[config.mk]
export PLATFORM = sky130hd
export DESIGN_NAME = contiguous_page_allocator
export DESIGN_NICKNAME = d
export VERILOG_FILES = /design/src/hw/rtl/cpa_pkg.sv /design/src/hw/rtl/cpa_map_ram.sv /design/src/hw/rtl/cpa_run_scan.sv /design/src/hw/rtl/contiguous_page_allocator.sv
export SDC_FILE = /design/constraint.sdc
export NUM_CORES = 2
export LEC_CHECK = 0
export BUFFER_PORTS_ARGS = -buffer_cell sky130_fd_sc_hd__buf_2
export CAP_MARGIN = 30
export CORE_UTILIZATION = 40
export CTS_CLUSTER_DIAMETER = 80
export DETAILED_ROUTE_END_ITERATION = 6
export PLACE_DENSITY_LB_ADDON = 0.08
export REMOVE_ABC_BUFFERS = 1
export SLEW_MARGIN = 15
export SYNTH_ARGS = -nofsm -noshare
export SYNTH_HDL_FRONTEND = slang
export SYNTH_HIERARCHICAL = 1
export SYNTH_SLANG_ARGS = --single-unit
[constraint.sdc]
create_clock -name clk -period 9.8 [get_ports clk]
set_input_delay 1.96 -clock clk [delete_from_list [all_inputs] [get_ports clk]]
set_output_delay 1.96 -clock clk [all_outputs]
set_load 0.05 [all_outputs]
[src/hw/rtl/cpa_pkg.sv]
// ---------------------------------------------------------------------------
// cpa_pkg
// Shared constants and types of the contiguous page allocator.
// ---------------------------------------------------------------------------
package cpa_pkg;

	// Default size of the page map.
	localparam int TOTAL_PAGES_DEF = 1024;

	// The map is handled one digit of four pages at a time.
	localparam int DIGIT_W   = 4;
	localparam int DIGIT_LOG = 2;

	// Field widths of the words on the streams.
	localparam int CNT_W    = 11;
	localparam int START_W  = 10;
	localparam int BASE_W   = 10;
	localparam int IN_DATA_W  = 24;
	localparam int OUT_DATA_W = 16;
	localparam int IN_PAD_W   = IN_DATA_W - CNT_W - START_W;
	localparam int OUT_PAD_W  = OUT_DATA_W - 1 - BASE_W;

	// Item kinds carried in tuser.
	localparam logic KIND_ALLOC   = 1'b0;
	localparam logic KIND_RELEASE = 1'b1;

	// Control from the sequencer to the run scanner.
	typedef struct packed {
		logic clear;
		logic digit_valid;
		logic last_row;
	} scan_ctrl_t;

	// Status from the run scanner back to the sequencer.
	typedef struct packed {
		logic found;
		logic exhausted;
	} scan_status_t;

endpackage

[src/hw/rtl/cpa_map_ram.sv]
// ---------------------------------------------------------------------------
// cpa_map_ram
// Page occupancy memory, one digit of pages per row, registered read port.
// ---------------------------------------------------------------------------
module cpa_map_ram import cpa_pkg::*; #(
	parameter int ROWS = TOTAL_PAGES_DEF / DIGIT_W,
	parameter int AW   = $clog2(ROWS)
) (
	input  logic               clk,
	input  logic               wr_en,
	input  logic [AW-1:0]      wr_addr,
	input  logic [DIGIT_W-1:0] wr_data,
	input  logic               rd_en,
	input  logic [AW-1:0]      rd_addr,
	output logic [DIGIT_W-1:0] rd_data
);

	logic [DIGIT_W-1:0] mem_q [ROWS];
	logic [DIGIT_W-1:0] rd_data_q;

	// One write port and one read port with registered data.
	always_ff @(posedge clk) begin
		if (wr_en) begin
			mem_q[wr_addr] <= wr_data;
		end
		if (rd_en) begin
			rd_data_q <= mem_q[rd_addr];
		end
	end

	assign rd_data = rd_data_q;

endmodule

[src/hw/rtl/cpa_run_scan.sv]
// ---------------------------------------------------------------------------
// cpa_run_scan
// Tracks the current run of free pages one valid digit per cycle and reports the
// first page of the lowest run that reaches the requested length.
// ---------------------------------------------------------------------------
module cpa_run_scan import cpa_pkg::*; #(
	parameter int TOTAL_PAGES = TOTAL_PAGES_DEF,
	parameter int AW          = 8,
	parameter int PGW         = AW + DIGIT_LOG
) (
	input  logic               clk,
	input  logic               arst_n,
	input  scan_ctrl_t         ctrl,
	input  logic [DIGIT_W-1:0] digit,
	input  logic [AW-1:0]      row,
	input  logic [CNT_W-1:0]   count,
	output scan_status_t       status,
	output logic [PGW-1:0]     first_page
);

	logic [CNT_W-1:0] run_q;
	logic [CNT_W-1:0] run_n;
	logic [PGW-1:0]   start_q;
	logic [PGW-1:0]   start_n;
	logic             hit;
	logic             found_q;
	logic             exhausted_q;

	// Walk the pages of one digit in order; padding past the end counts as used.
	always_comb begin
		logic [PGW-1:0] page;
		logic           used;
		run_n   = run_q;
		start_n = start_q;
		hit     = 1'b0;
		page    = '0;
		used    = 1'b0;
		for (int j = 0; j < DIGIT_W; j++) begin
			page = {row, DIGIT_LOG'(j)};
			used = digit[j] || ({1'b0, page} >= (PGW+1)'(TOTAL_PAGES));
			if (!hit) begin
				if (used) begin
					run_n = '0;
				end else begin
					if (run_n == '0) begin
						start_n = page;
					end
					run_n = run_n + 1'b1;
					if (run_n == count) begin
						hit = 1'b1;
					end
				end
			end
		end
	end

	// Run length and search flags.
	always_ff @(posedge clk or negedge arst_n) begin
		if (!arst_n) begin
			run_q       <= '0;
			found_q     <= 1'b0;
			exhausted_q <= 1'b0;
		end else if (ctrl.clear) begin
			run_q       <= '0;
			found_q     <= 1'b0;
			exhausted_q <= 1'b0;
		end else if (ctrl.digit_valid && !found_q) begin
			run_q       <= run_n;
			found_q     <= hit;
			exhausted_q <= ctrl.last_row;
		end
	end

	// Start page of the current run.
	always_ff @(posedge clk) begin
		if (ctrl.digit_valid && !found_q) begin
			start_q <= start_n;
		end
	end

	assign status.found     = found_q;
	assign status.exhausted = exhausted_q;
	assign first_page       = start_q;

endmodule

[src/hw/rtl/contiguous_page_allocator.sv]
// ---------------------------------------------------------------------------
// contiguous_page_allocator
// First-fit allocator of contiguous page runs over a one-bit-per-page map.
//
//   Channel  Direction  Content
//   s_*      in         tuser: kind; tdata: page_count, start_page
//   m_*      out        tdata: granted, base_page
//
// The map is stored as rows of four pages; a scan reads one row per cycle.
// After reset a clearing pass writes every row while s_tready stays low. One
// item is worked at a time. An allocate scans rows from page 0 until a run
// fits, then marks its rows with a read and a write per row; a release clears
// its rows the same way. A result waits in the output register while the next
// item is taken.
// ---------------------------------------------------------------------------
module contiguous_page_allocator import cpa_pkg::*; #(
	parameter int TOTAL_PAGES = TOTAL_PAGES_DEF
) (
	input  logic                  clk,
	input  logic                  arst_n,
	input  logic                  s_tvalid,
	output logic                  s_tready,
	input  logic [IN_DATA_W-1:0]  s_tdata,   // page_count[10:0], start_page[20:11], zeros
	input  logic                  s_tuser,   // kind
	output logic                  m_tvalid,
	input  logic                  m_tready,
	output logic [OUT_DATA_W-1:0] m_tdata    // granted[0], base_page[10:1], zeros
);

	localparam int ROWS = (TOTAL_PAGES + DIGIT_W - 1) / DIGIT_W;
	localparam int AW   = $clog2(ROWS);
	localparam int PGW  = AW + DIGIT_LOG;
	localparam int SW   = ((PGW > CNT_W) ? PGW : CNT_W) + 1;

	typedef enum logic [2:0] {
		ST_CLEAR,
		ST_IDLE,
		ST_SETUP,
		ST_SCAN,
		ST_MSET,
		ST_MRD,
		ST_MWR,
		ST_RESP
	} state_t;

	state_t               state_q;
	logic [AW-1:0]        clr_row_q;
	logic                 kind_q;
	logic [CNT_W-1:0]     count_q;
	logic [START_W-1:0]   start_q;
	logic [AW:0]          scan_addr_q;
	logic                 dv_s1;
	logic [AW-1:0]        row_s1;
	logic                 last_s1;
	logic [PGW-1:0]       first_q;
	logic [PGW-1:0]       last_q;
	logic [AW-1:0]        row_q;
	logic                 set_q;
	logic                 res_granted_q;
	logic [BASE_W-1:0]    res_base_q;
	logic                 m_valid_q;
	logic                 m_granted_q;
	logic [BASE_W-1:0]    m_base_q;

	logic                 wr_en;
	logic [AW-1:0]        wr_addr;
	logic [DIGIT_W-1:0]   wr_data;
	logic                 rd_en;
	logic [AW-1:0]        rd_addr;
	logic [DIGIT_W-1:0]   rd_data;
	logic [DIGIT_W-1:0]   mark_mask;
	logic [DIGIT_W-1:0]   mark_data;
	logic                 issue;
	scan_ctrl_t           scan_ctrl;
	scan_status_t         scan_status;
	logic [PGW-1:0]       scan_first;
	logic [SW-1:0]        start_e;
	logic [SW-1:0]        cnt_e;
	logic [SW-1:0]        end_e;
	logic                 in_range;
	logic                 start_ok;
	logic [SW-1:0]        rel_last;
	logic [SW-1:0]        alloc_last;
	logic [BASE_W+PGW-1:0] base_ext;

	// Handshake and scan issue.
	assign s_tready = (state_q == ST_IDLE);
	assign issue    = (scan_addr_q != (AW+1)'(ROWS));

	// Release bounds: exclusive end, clamp of the last page to the map.
	assign start_e  = SW'(start_q);
	assign cnt_e    = SW'(count_q);
	assign end_e    = start_e + cnt_e;
	assign in_range = (end_e <= SW'(TOTAL_PAGES));
	assign start_ok = (start_e < SW'(TOTAL_PAGES));
	assign rel_last = in_range ? (end_e - 1'b1) : SW'(TOTAL_PAGES - 1);

	// Last page of a granted run.
	assign alloc_last = SW'(first_q) + cnt_e - 1'b1;

	// Low bits of the first page as the reported base page.
	assign base_ext = {{BASE_W{1'b0}}, first_q};

	// Pages of the current row that lie inside the run being marked.
	always_comb begin
		for (int j = 0; j < DIGIT_W; j++) begin
			mark_mask[j] =
				((row_q != first_q[PGW-1:DIGIT_LOG]) ||
					(DIGIT_LOG'(j) >= first_q[DIGIT_LOG-1:0])) &&
				((row_q != last_q[PGW-1:DIGIT_LOG]) ||
					(DIGIT_LOG'(j) <= last_q[DIGIT_LOG-1:0]));
		end
		mark_data = set_q ? (rd_data | mark_mask) : (rd_data & ~mark_mask);
	end

	// Memory port selection.
	always_comb begin
		wr_en   = (state_q == ST_CLEAR) || (state_q == ST_MWR);
		wr_addr = (state_q == ST_CLEAR) ? clr_row_q : row_q;
		wr_data = (state_q == ST_CLEAR) ? '0 : mark_data;
		rd_en   = ((state_q == ST_SCAN) && issue) || (state_q == ST_MRD);
		rd_addr = (state_q == ST_MRD) ? row_q : scan_addr_q[AW-1:0];
	end

	// Scanner control.
	assign scan_ctrl.clear       = (state_q == ST_SETUP);
	assign scan_ctrl.digit_valid = dv_s1 && (state_q == ST_SCAN);
	assign scan_ctrl.last_row    = last_s1;

	cpa_map_ram #(
		.ROWS (ROWS),
		.AW   (AW)
	) u_cpa_map_ram (
		.clk     (clk),
		.wr_en   (wr_en),
		.wr_addr (wr_addr),
		.wr_data (wr_data),
		.rd_en   (rd_en),
		.rd_addr (rd_addr),
		.rd_data (rd_data)
	);

	cpa_run_scan #(
		.TOTAL_PAGES (TOTAL_PAGES),
		.AW          (AW),
		.PGW         (PGW)
	) u_cpa_run_scan (
		.clk        (clk),
		.arst_n     (arst_n),
		.ctrl       (scan_ctrl),
		.digit      (rd_data),
		.row        (row_s1),
		.count      (count_q),
		.status     (scan_status),
		.first_page (scan_first)
	);

	// Sequencer and output register.
	always_ff @(posedge clk or negedge arst_n) begin
		if (!arst_n) begin
			state_q       <= ST_CLEAR;
			clr_row_q     <= '0;
			kind_q        <= KIND_ALLOC;
			count_q       <= '0;
			start_q       <= '0;
			scan_addr_q   <= '0;
			dv_s1         <= 1'b0;
			row_s1        <= '0;
			last_s1       <= 1'b0;
			first_q       <= '0;
			last_q        <= '0;
			row_q         <= '0;
			set_q         <= 1'b0;
			res_granted_q <= 1'b0;
			res_base_q    <= '0;
			m_valid_q     <= 1'b0;
			m_granted_q   <= 1'b0;
			m_base_q      <= '0;
		end else begin
			// The response state reloads the output register itself.
			if (m_valid_q && m_tready && (state_q != ST_RESP)) begin
				m_valid_q <= 1'b0;
			end
			case (state_q)
				ST_CLEAR: begin
					clr_row_q <= clr_row_q + 1'b1;
					if (clr_row_q == AW'(ROWS - 1)) begin
						state_q <= ST_IDLE;
					end
				end
				ST_IDLE: begin
					if (s_tvalid) begin
						kind_q  <= s_tuser;
						count_q <= s_tdata[CNT_W-1:0];
						start_q <= s_tdata[CNT_W+START_W-1:CNT_W];
						state_q <= ST_SETUP;
					end
				end
				ST_SETUP: begin
					res_granted_q <= 1'b0;
					res_base_q    <= '0;
					scan_addr_q   <= '0;
					dv_s1         <= 1'b0;
					if (count_q == '0) begin
						state_q <= ST_RESP;
					end else if (kind_q == KIND_ALLOC) begin
						if (cnt_e > SW'(TOTAL_PAGES)) begin
							state_q <= ST_RESP;
						end else begin
							state_q <= ST_SCAN;
						end
					end else if (!start_ok) begin
						state_q <= ST_RESP;
					end else begin
						first_q       <= start_e[PGW-1:0];
						last_q        <= rel_last[PGW-1:0];
						row_q         <= start_e[PGW-1:DIGIT_LOG];
						set_q         <= 1'b0;
						res_granted_q <= in_range;
						state_q       <= ST_MRD;
					end
				end
				ST_SCAN: begin
					dv_s1 <= issue;
					if (issue) begin
						scan_addr_q <= scan_addr_q + 1'b1;
						row_s1      <= scan_addr_q[AW-1:0];
						last_s1     <= (scan_addr_q == (AW+1)'(ROWS - 1));
					end
					if (scan_status.found) begin
						first_q <= scan_first;
						state_q <= ST_MSET;
					end else if (scan_status.exhausted) begin
						state_q <= ST_RESP;
					end
				end
				ST_MSET: begin
					last_q        <= alloc_last[PGW-1:0];
					row_q         <= first_q[PGW-1:DIGIT_LOG];
					set_q         <= 1'b1;
					res_granted_q <= 1'b1;
					res_base_q    <= base_ext[BASE_W-1:0];
					state_q       <= ST_MRD;
				end
				ST_MRD: begin
					state_q <= ST_MWR;
				end
				ST_MWR: begin
					if (row_q == last_q[PGW-1:DIGIT_LOG]) begin
						state_q <= ST_RESP;
					end else begin
						row_q   <= row_q + 1'b1;
						state_q <= ST_MRD;
					end
				end
				ST_RESP: begin
					if (!m_valid_q || m_tready) begin
						m_valid_q   <= 1'b1;
						m_granted_q <= res_granted_q;
						m_base_q    <= res_base_q;
						state_q     <= ST_IDLE;
					end
				end
				default: begin
					state_q <= ST_IDLE;
				end
			endcase
		end
	end

	assign m_tvalid = m_valid_q;
	assign m_tdata  = {{OUT_PAD_W{1'b0}}, m_base_q, m_granted_q};

endmodule

# Word level (Yosys, flattened, before mapping)
# Memory sizes are Yosys's and may differ from the RTL's. A register that Yosys moved wholly into a read port is not among the register bits.
# Index checks and enable logic that the tools add are counted.
[classes]
shift = 0
n_mul = 0
bitwise_logic = 3
n_reduce_logical = 40
div = 0
n_eq_ne = 28
muxes = 82
n_addsub = 11
order_cmp = 11
[ops]
columns = ["operator", "n"]
rows = [
  ["2-to-1 mux 10 bit", 19],
  ["2-to-1 mux 11 bit", 9],
  ["one-hot mux 10 bit (2 select lines)", 3],
  ["logical NOT 11 bit", 5],
  ["2-to-1 mux 8 bit", 6],
  ["adder 11 x 1 -> 11 bit, second input constant", 4],
  ["equality test 11 bit", 4],
  ["2-to-1 mux 1 bit", 26],
  ["2-to-1 mux 3 bit", 8],
  ["one-hot mux 3 bit (8 select lines)", 1],
  ["one-hot mux 8 bit (3 select lines)", 1],
  ["subtractor 10 x 1 -> 10 bit, second input constant", 2],
  ["one-hot mux 9 bit (2 select lines)", 1],
  ["adder 8 x 1 -> 8 bit, second input constant", 2],
  ["!= test 8 bit", 2],
  ["adder 10 x 11 -> 12 bit", 1],
  ["equality test 3 bit, second input constant", 4],
  ["less-or-equal comparator 12 x 11 -> 1 bit, second input constant", 1],
  ["!= test 2 bit, second input constant", 6],
  ["greater-than comparator 11 bit, second input constant", 1],
  ["logical OR 1 bit", 11],
  ["less-than comparator 10 x 11 -> 1 bit, second input constant", 1],
  ["adder 10 bit", 1],
  ["AND reduction 5 bit", 2],
  ["other kinds (28)", 54],
]
[word_totals]
rom_bits = 0
regBits = 127
wordCells = 198
memories = 1
ramBits = 1024
latch_bits = 0
[mem_list]
columns = ["name", "depth", "width", "rd", "rd_ports_with_merged_regs", "wr", "line", "text"]
rows = [
  ["u_cpa_map_ram.mem_q", 256, 4, 1, 1, 1, "cpa_map_ram.sv:18", "logic [DIGIT_W-1:0] mem_q [ROWS];"],
]

# Depth between registers and ports, before layout
[logic_depth]
depth_word = 15
depth_mapped = 25

# By module
# Netlist, hierarchy kept.
[modules_own_cells]
columns = ["module", "n_inst", "area_each_um2", "cells_each"]
rows = [
  ["cpa_map_ram", 1, 40715.3, 2051],
  ["contiguous_page_allocator", 1, 6511.2, 680],
  ["cpa_run_scan", 1, 4366.7, 585],
]

# Worst setup path before layout
# No wires, ideal clock.
[synth_timing]
path_kind = "reg2reg"
start = "register row_q[0]"
end = "memory u_cpa_map_ram.mem_q[0][1] (data pin)"
stages_incl_launch_ff = 8
setup_time_ns = 1.388
arrival_time_ns = 7.329
synth_period_minus_slack_ns = 8.717
slack_ns = 1.083
required_time_ns = 8.412
cell_sequence = "dfrtp_1 clkbuf_1 xor2_1 nor4_1 nand2_1 o31ai_1 mux2i_1 nor2_1"
[synth_via]
elab_chain_cells = 7
[synth_lines]
columns = ["item", "line", "text"]
rows = [
  ["start: declaration", "contiguous_page_allocator.sv:57", "logic [AW-1:0] row_q;"],
  ["start signal: assignment", "contiguous_page_allocator.sv:217", "row_q <= start_e[PGW-1:DIGIT_LOG];"],
  ["start signal: assignment", "contiguous_page_allocator.sv:239", "row_q <= first_q[PGW-1:DIGIT_LOG];"],
  ["start signal: assignment", "contiguous_page_allocator.sv:252", "row_q <= row_q + 1'b1;"],
  ["!= test 8 bit, on equally long branches", "contiguous_page_allocator.sv:108, contiguous_page_allocator.sv:110", ""],
  ["logical OR 1 bit, on equally long branches", "contiguous_page_allocator.sv:108, contiguous_page_allocator.sv:110", ""],
  ["logical AND 1 bit *", "contiguous_page_allocator.sv:109", "(DIGIT_LOG'(j) >= first_q[DIGIT_LOG-1:0])) &&"],
  ["NOT 4 bit", "contiguous_page_allocator.sv:113", "mark_data = set_q ? (rd_data | mark_mask) : (rd_data & ~mark_mask);"],
  ["bitwise AND 4 bit", "contiguous_page_allocator.sv:113", ""],
  ["2-to-1 mux 4 bit *", "contiguous_page_allocator.sv:113", ""],
  ["2-to-1 mux 4 bit *", "contiguous_page_allocator.sv:120", "wr_data = (state_q == ST_CLEAR) ? '0 : mark_data;"],
  ["named net wr_data[1]", "contiguous_page_allocator.sv:67", "logic [DIGIT_W-1:0] wr_data;"],
  ["end: declaration", "cpa_map_ram.sv:18", ""],
]
# The timed path passes the listed nets; every way through them passes the cells marked *.

# Final worst setup path
[layout_timing]
start = "register u_cpa_run_scan.run_q[0]"
end = "register u_cpa_run_scan.start_q[5], in the netlist u_cpa_run_scan/first_page[5] (data pin)"
[layout_via]
elab_chain_cells = 12
[layout_lines]
columns = ["item", "line", "text"]
rows = [
  ["start: declaration", "cpa_run_scan.sv:21", "logic [CNT_W-1:0] run_q;"],
  ["start signal: assignment", "cpa_run_scan.sv:68", "run_q <= run_n;"],
  ["adder 11 x 1 -> 11 bit / logical NOT 11 bit (equally long branches)", "cpa_run_scan.sv:48, cpa_run_scan.sv:45", ""],
  ["2-to-1 mux 11 bit, or another cell as far along", "cpa_run_scan.sv:42", "if (used) begin"],
  ["adder 11 x 1 -> 11 bit, or another cell as far along", "cpa_run_scan.sv:48", "run_n = run_n + 1'b1;"],
  ["2-to-1 mux 11 bit, or another cell as far along", "cpa_run_scan.sv:42", ""],
  ["2-to-1 mux 11 bit, or another cell as far along", "cpa_run_scan.sv:41", "if (!hit) begin"],
  ["adder 11 x 1 -> 11 bit, or another cell as far along", "cpa_run_scan.sv:48", ""],
  ["2-to-1 mux 11 bit, or another cell as far along", "cpa_run_scan.sv:42", ""],
  ["2-to-1 mux 11 bit / 2-to-1 mux 10 bit (equally long branches)", "cpa_run_scan.sv:41, cpa_run_scan.sv:42", ""],
  ["logical NOT 11 bit / 2-to-1 mux 10 bit (equally long branches)", "cpa_run_scan.sv:45, cpa_run_scan.sv:41", ""],
  ["2-to-1 mux 10 bit", "cpa_run_scan.sv:45", "if (run_n == '0) begin"],
  ["2-to-1 mux 10 bit", "cpa_run_scan.sv:42", ""],
  ["2-to-1 mux 10 bit *", "cpa_run_scan.sv:41", ""],
  ["named net u_cpa_run_scan.start_n[5]", "cpa_run_scan.sv:24", "logic [PGW-1:0] start_n;"],
  ["end signal: assignment", "cpa_run_scan.sv:77", "start_q <= start_n;"],
  ["end: declaration", "cpa_run_scan.sv:23", "logic [PGW-1:0] start_q;"],
]
# Marks and branches as above.
# A chain may end at the register's enable or synchronous reset.

==> out/results.tsv <==
stage	metric	value	unit
run_status	status	finished clean	
clock_network	post_cts resized	0	
sta	crit share post-route	70.5	%
clock_network	Num CTS Buffers	118	
synth	number of synthesized flops with an enable pin	1038	
worst_setup_path	slowest CP cell	o311a_1	
drt	number of remaining DRC errors	0	
drt	first drt pass iteration count	5	
synth	Synth cell types	112	
synth	post-synth top area cell	edfxtp_1	
global_routing	GRT Util Overall	21.0	%
clock_network	Skew-Pair Late Insertion Delay	0.72	ns
floorplanning	Ports	47	
clock_network	clk root buf	clkbuf_16	
synth	Synth warnings	6	
floorplanning	Starting Density	40.4	%
global_routing	initial antenna violation count	0	
floorplanning	row count	131	
global_routing	number of global-route vias before repair	30100	
sta	Peak Freq	0.145	GHz
placement	worst slack at placement	2.87	ns
synth	Synth Cell Area	51600	µm²
finish	share of layout cells above drive strength 1	19.8	%
placement	hpwl dp	86.2	mm
worst_setup_path	CP Launch Point	u_cpa_run_scan/run_q[0]	
drt	Routed WL	137	mm
clock_network	Reg clk slew, reported paths	0.06	ns
synth	ranking of synthesized cells by area	edfxtp_1 60%, mux4_2 11%, dfrtp_1 5.7%	
floorplanning	die area	130000	µm²
power_and_ir_drop	Max VDD drop	0.263	mV
sta	Setup WS post-layout	2.89	ns
hold_path	Hold WC Path Type	reg2reg	
drt	DRT iter0 DRCs	2575	
sta	Rel. slew slack	15.3	%
worst_setup_path	Critical Path RT	10.27	ns
drt	Via density	5.77	
synth	FF+latch count, synth	1155	
floorplanning	core area	128000	µm²
worst_setup_path	Reg-to-Reg Start	u_cpa_run_scan/run_q[0]	
global_routing	largest net degree at the start of global routing	251	
finish	Antenna diodes	0	
floorplanning	Chip Height	361	µm
worst_setup_path	crit path capture	u_cpa_run_scan/first_page[5]	
worst_setup_path	Reg2Reg Setup Slack	2.89	ns
placement	port buffer count	38	
worst_setup_path	WP data arrival	7.38	ns
sta	minimum clock period	6.91	ns
power_and_ir_drop	Pleak	0.0187	µW
worst_setup_path	WS Path Type	reg2reg	
clock_network	Clock Path Buffers	3	
clock_network	CTS tree	done	
global_routing	first-pass GRT wire length	202	mm
sta	Final Hold Viols	0	
drt	Post-DRT Antenna Nets	0	
worst_setup_path	CP peak stage delay	0.63	ns
flow_run	Max Cap Violations	0	
placement	GPL Wtd Cong	0.853	
drt	via count	29400	
sta	final setup fails	0	
synth	Post-Synthesis Mean Instance Area	15.6	µm²
clock_network	Clock Sink Count	1155	
finish	area of the multi-input gates	16200	µm²
floorplanning	Die W	361	µm
sta	setup TNS	0	ns
finish	number of fill cells	11100	
synth	asr flop ratio synth	10.1	%
clock_network	Hold Buf Count CTS	0	
synth	main flop type after synthesis	edfxtp_1	
worst_setup_path	critical path, cell by cell	ha_1 -> nand4_1 -> o21ai_1 -> and2_1 -> o211a_1 -> nand4b_1 -> buf_4 -> o21ai_0 -> ha_1 -> inv_1 -> o32ai_1 -> o221ai_2 -> or4_1 -> a21oi_1 -> o21ai_1 -> o31ai_2 -> buf_4 -> o311a_1 -> mux2_4	
worst_setup_path	kind of end point of the critical path	flip-flop	
clock_network	postcts setup bufs	0	
worst_setup_path	worst-case reg-to-reg path depth	19	
finish	P&R area growth vs syn	11.4	%
global_routing	Remaining Overflow, GRT	0	
finish	Register Area	34100	µm²
drt	Wirelength per Cell	26.9	µm
worst_setup_path	reg-to-reg critical path endpoint	u_cpa_run_scan/first_page[5]	
sta	RSZ-0062 raised after global routing	false	
synth	Seq/Total Area, Yosys	66.1	%
finish	Final #Nets	3398	
synth	Synth top area share	60.4	%
sta	clock skew	0.0566	ns
sta	Final Hold Slack	0.478	ns
sta	Slew Viols, Final	0	
power_and_ir_drop	total power per unit cell area	319	nW/µm²
clock_network	htree depth	3	
worst_setup_path	Startpoint Class	flip-flop	
sta	worst slew pin tran	1.27	ns
worst_setup_path	crit-path max FO	24	
synth	Syn Inst Count	3316	
-- cells in the mapped netlist, types with 23 or more instances --
library cell / number
xnor2_1: 55
dfrtp_1: 117
nand2_1: 157
nor3_1: 42
mux4_2: 250
ha_1: 42
xor2_1: 38
mux2_2: 61
a22oi_1: 38
nand3_1: 73
nand2b_1: 30
inv_1: 68
nand4_1: 34
clkbuf_1: 112
buf_2: 43
nor4_1: 30
a21oi_1: 80
o21ai_0: 95
mux2i_1: 86
buf_6: 24
nor2b_1: 41
nor2_1: 361
edfxtp_1: 1038
buf_4: 23
-- area by class of cell --
class	instances	area share, %
Clock buffer	145	5.53
Clock inverter	75	1.43
Inverter	71	0.464
Multi-Input combinational cell	1876	28.2
Sequential cell	1155	59.3
Tap cell	1662	3.62
Timing Repair Buffer	103	1.46
-- cells by family (layout without fill, tap and decap cells) --
| kind of cell | after synthesis | after routing | synth area share (%) |
|---|---|---|---|
| AO/OA/AOI/OAI | 441 | 441 | 6.04 |
| XOR/XNOR | 94 | 94 | 1.62 |
| adder cells (fa/ha/maj) | 44 | 44 | 1.10 |
| buffers and inverters | 289 | 394 | 2.72 |
| flip-flops | 1155 | 1155 | 66.1 |
| multiplexers | 405 | 405 | 14.1 |
| other | 1 | 5 | 0.00727 |
| AND/OR/NAND/NOR | 887 | 887 | 8.28 |
-- where the power goes --
group	total (µW)	switching (µW)	internal, µW
Sequential	6710	409	6300
Combinational	7020	4340	2680
Clock	4630	1910	2720
-- worst max-delay path, delay by kind of cell, from the launching register on --
kind	cells	cell delay [ns]
flip-flops	1	0.56
adder cells (fa/ha/maj)	2	0.86
buffers and inverters	3	0.66
AND/OR/NAND/NOR	4	1.23
AO/OA/AOI/OAI	9	3.01
multiplexers	1	0.35
-- layer usage --
metal | wire length, µm | track usage, % | up-vias
met5 | 0 | 0 | -
met4 | 3740 | 5.94 | 0
met3 | 6550 | 3.21 | 206
met2 | 68800 | 35.9 | 839
met1 | 57900 | 27.6 | 15300
li1 | - | - | 13000
-- registers in the layout (all words and copies together) (netlist names), 9 cells and up --
register / count
u_cpa_map_ram/mem_q: 1024
count_q: 11
u_cpa_run_scan/run_q: 11
first_q: 10
last_q: 10
m_base_q: 10
res_base_q: 10
start_q: 10
u_cpa_run_scan/first_page: 10
scan_addr_q: 9
-- worst min-delay path by stage --
stage	from	endpoint	cells after the start
floorplan	res_base_q[0]	res_base_q[0]	2
global placement	res_base_q[6]	res_base_q[6]	2
detailed placement	res_base_q[7]	res_base_q[7]	2
CTS	res_base_q[7]	res_base_q[7]	2
global route	res_granted_q	res_granted_q	1
finish	res_base_q[7]	res_base_q[7]	2
-- placed cells by master, fill, tap and decap left out, drive strengths merged, types with 82 or more instances in the layout --
cell / count
a21oi: 82
buf: 103
clkbuf: 145
dfrtp: 117
edfxtp: 1038
mux2i: 86
mux4: 250
nand2: 158
nor2: 367
o21ai: 102
-- stage by stage --
| stage | power [µW] | area (µm²) | util (%) | cells |
|---|---|---|---|---|
| global route | 19300 | 57500 | 45.0 | 5087 |
| floorplan | 12000 | 50500 | - | 3102 |
| CTS | 18500 | 57400 | 44.9 | 5080 |
| global placement | 13700 | 53300 | 41.7 | 4855 |
| finish | 18400 | 57500 | 45.0 | 5087 |
| detailed placement | 13800 | 53400 | 41.8 | 4860 |
Power figures use the tool's default switching activity.
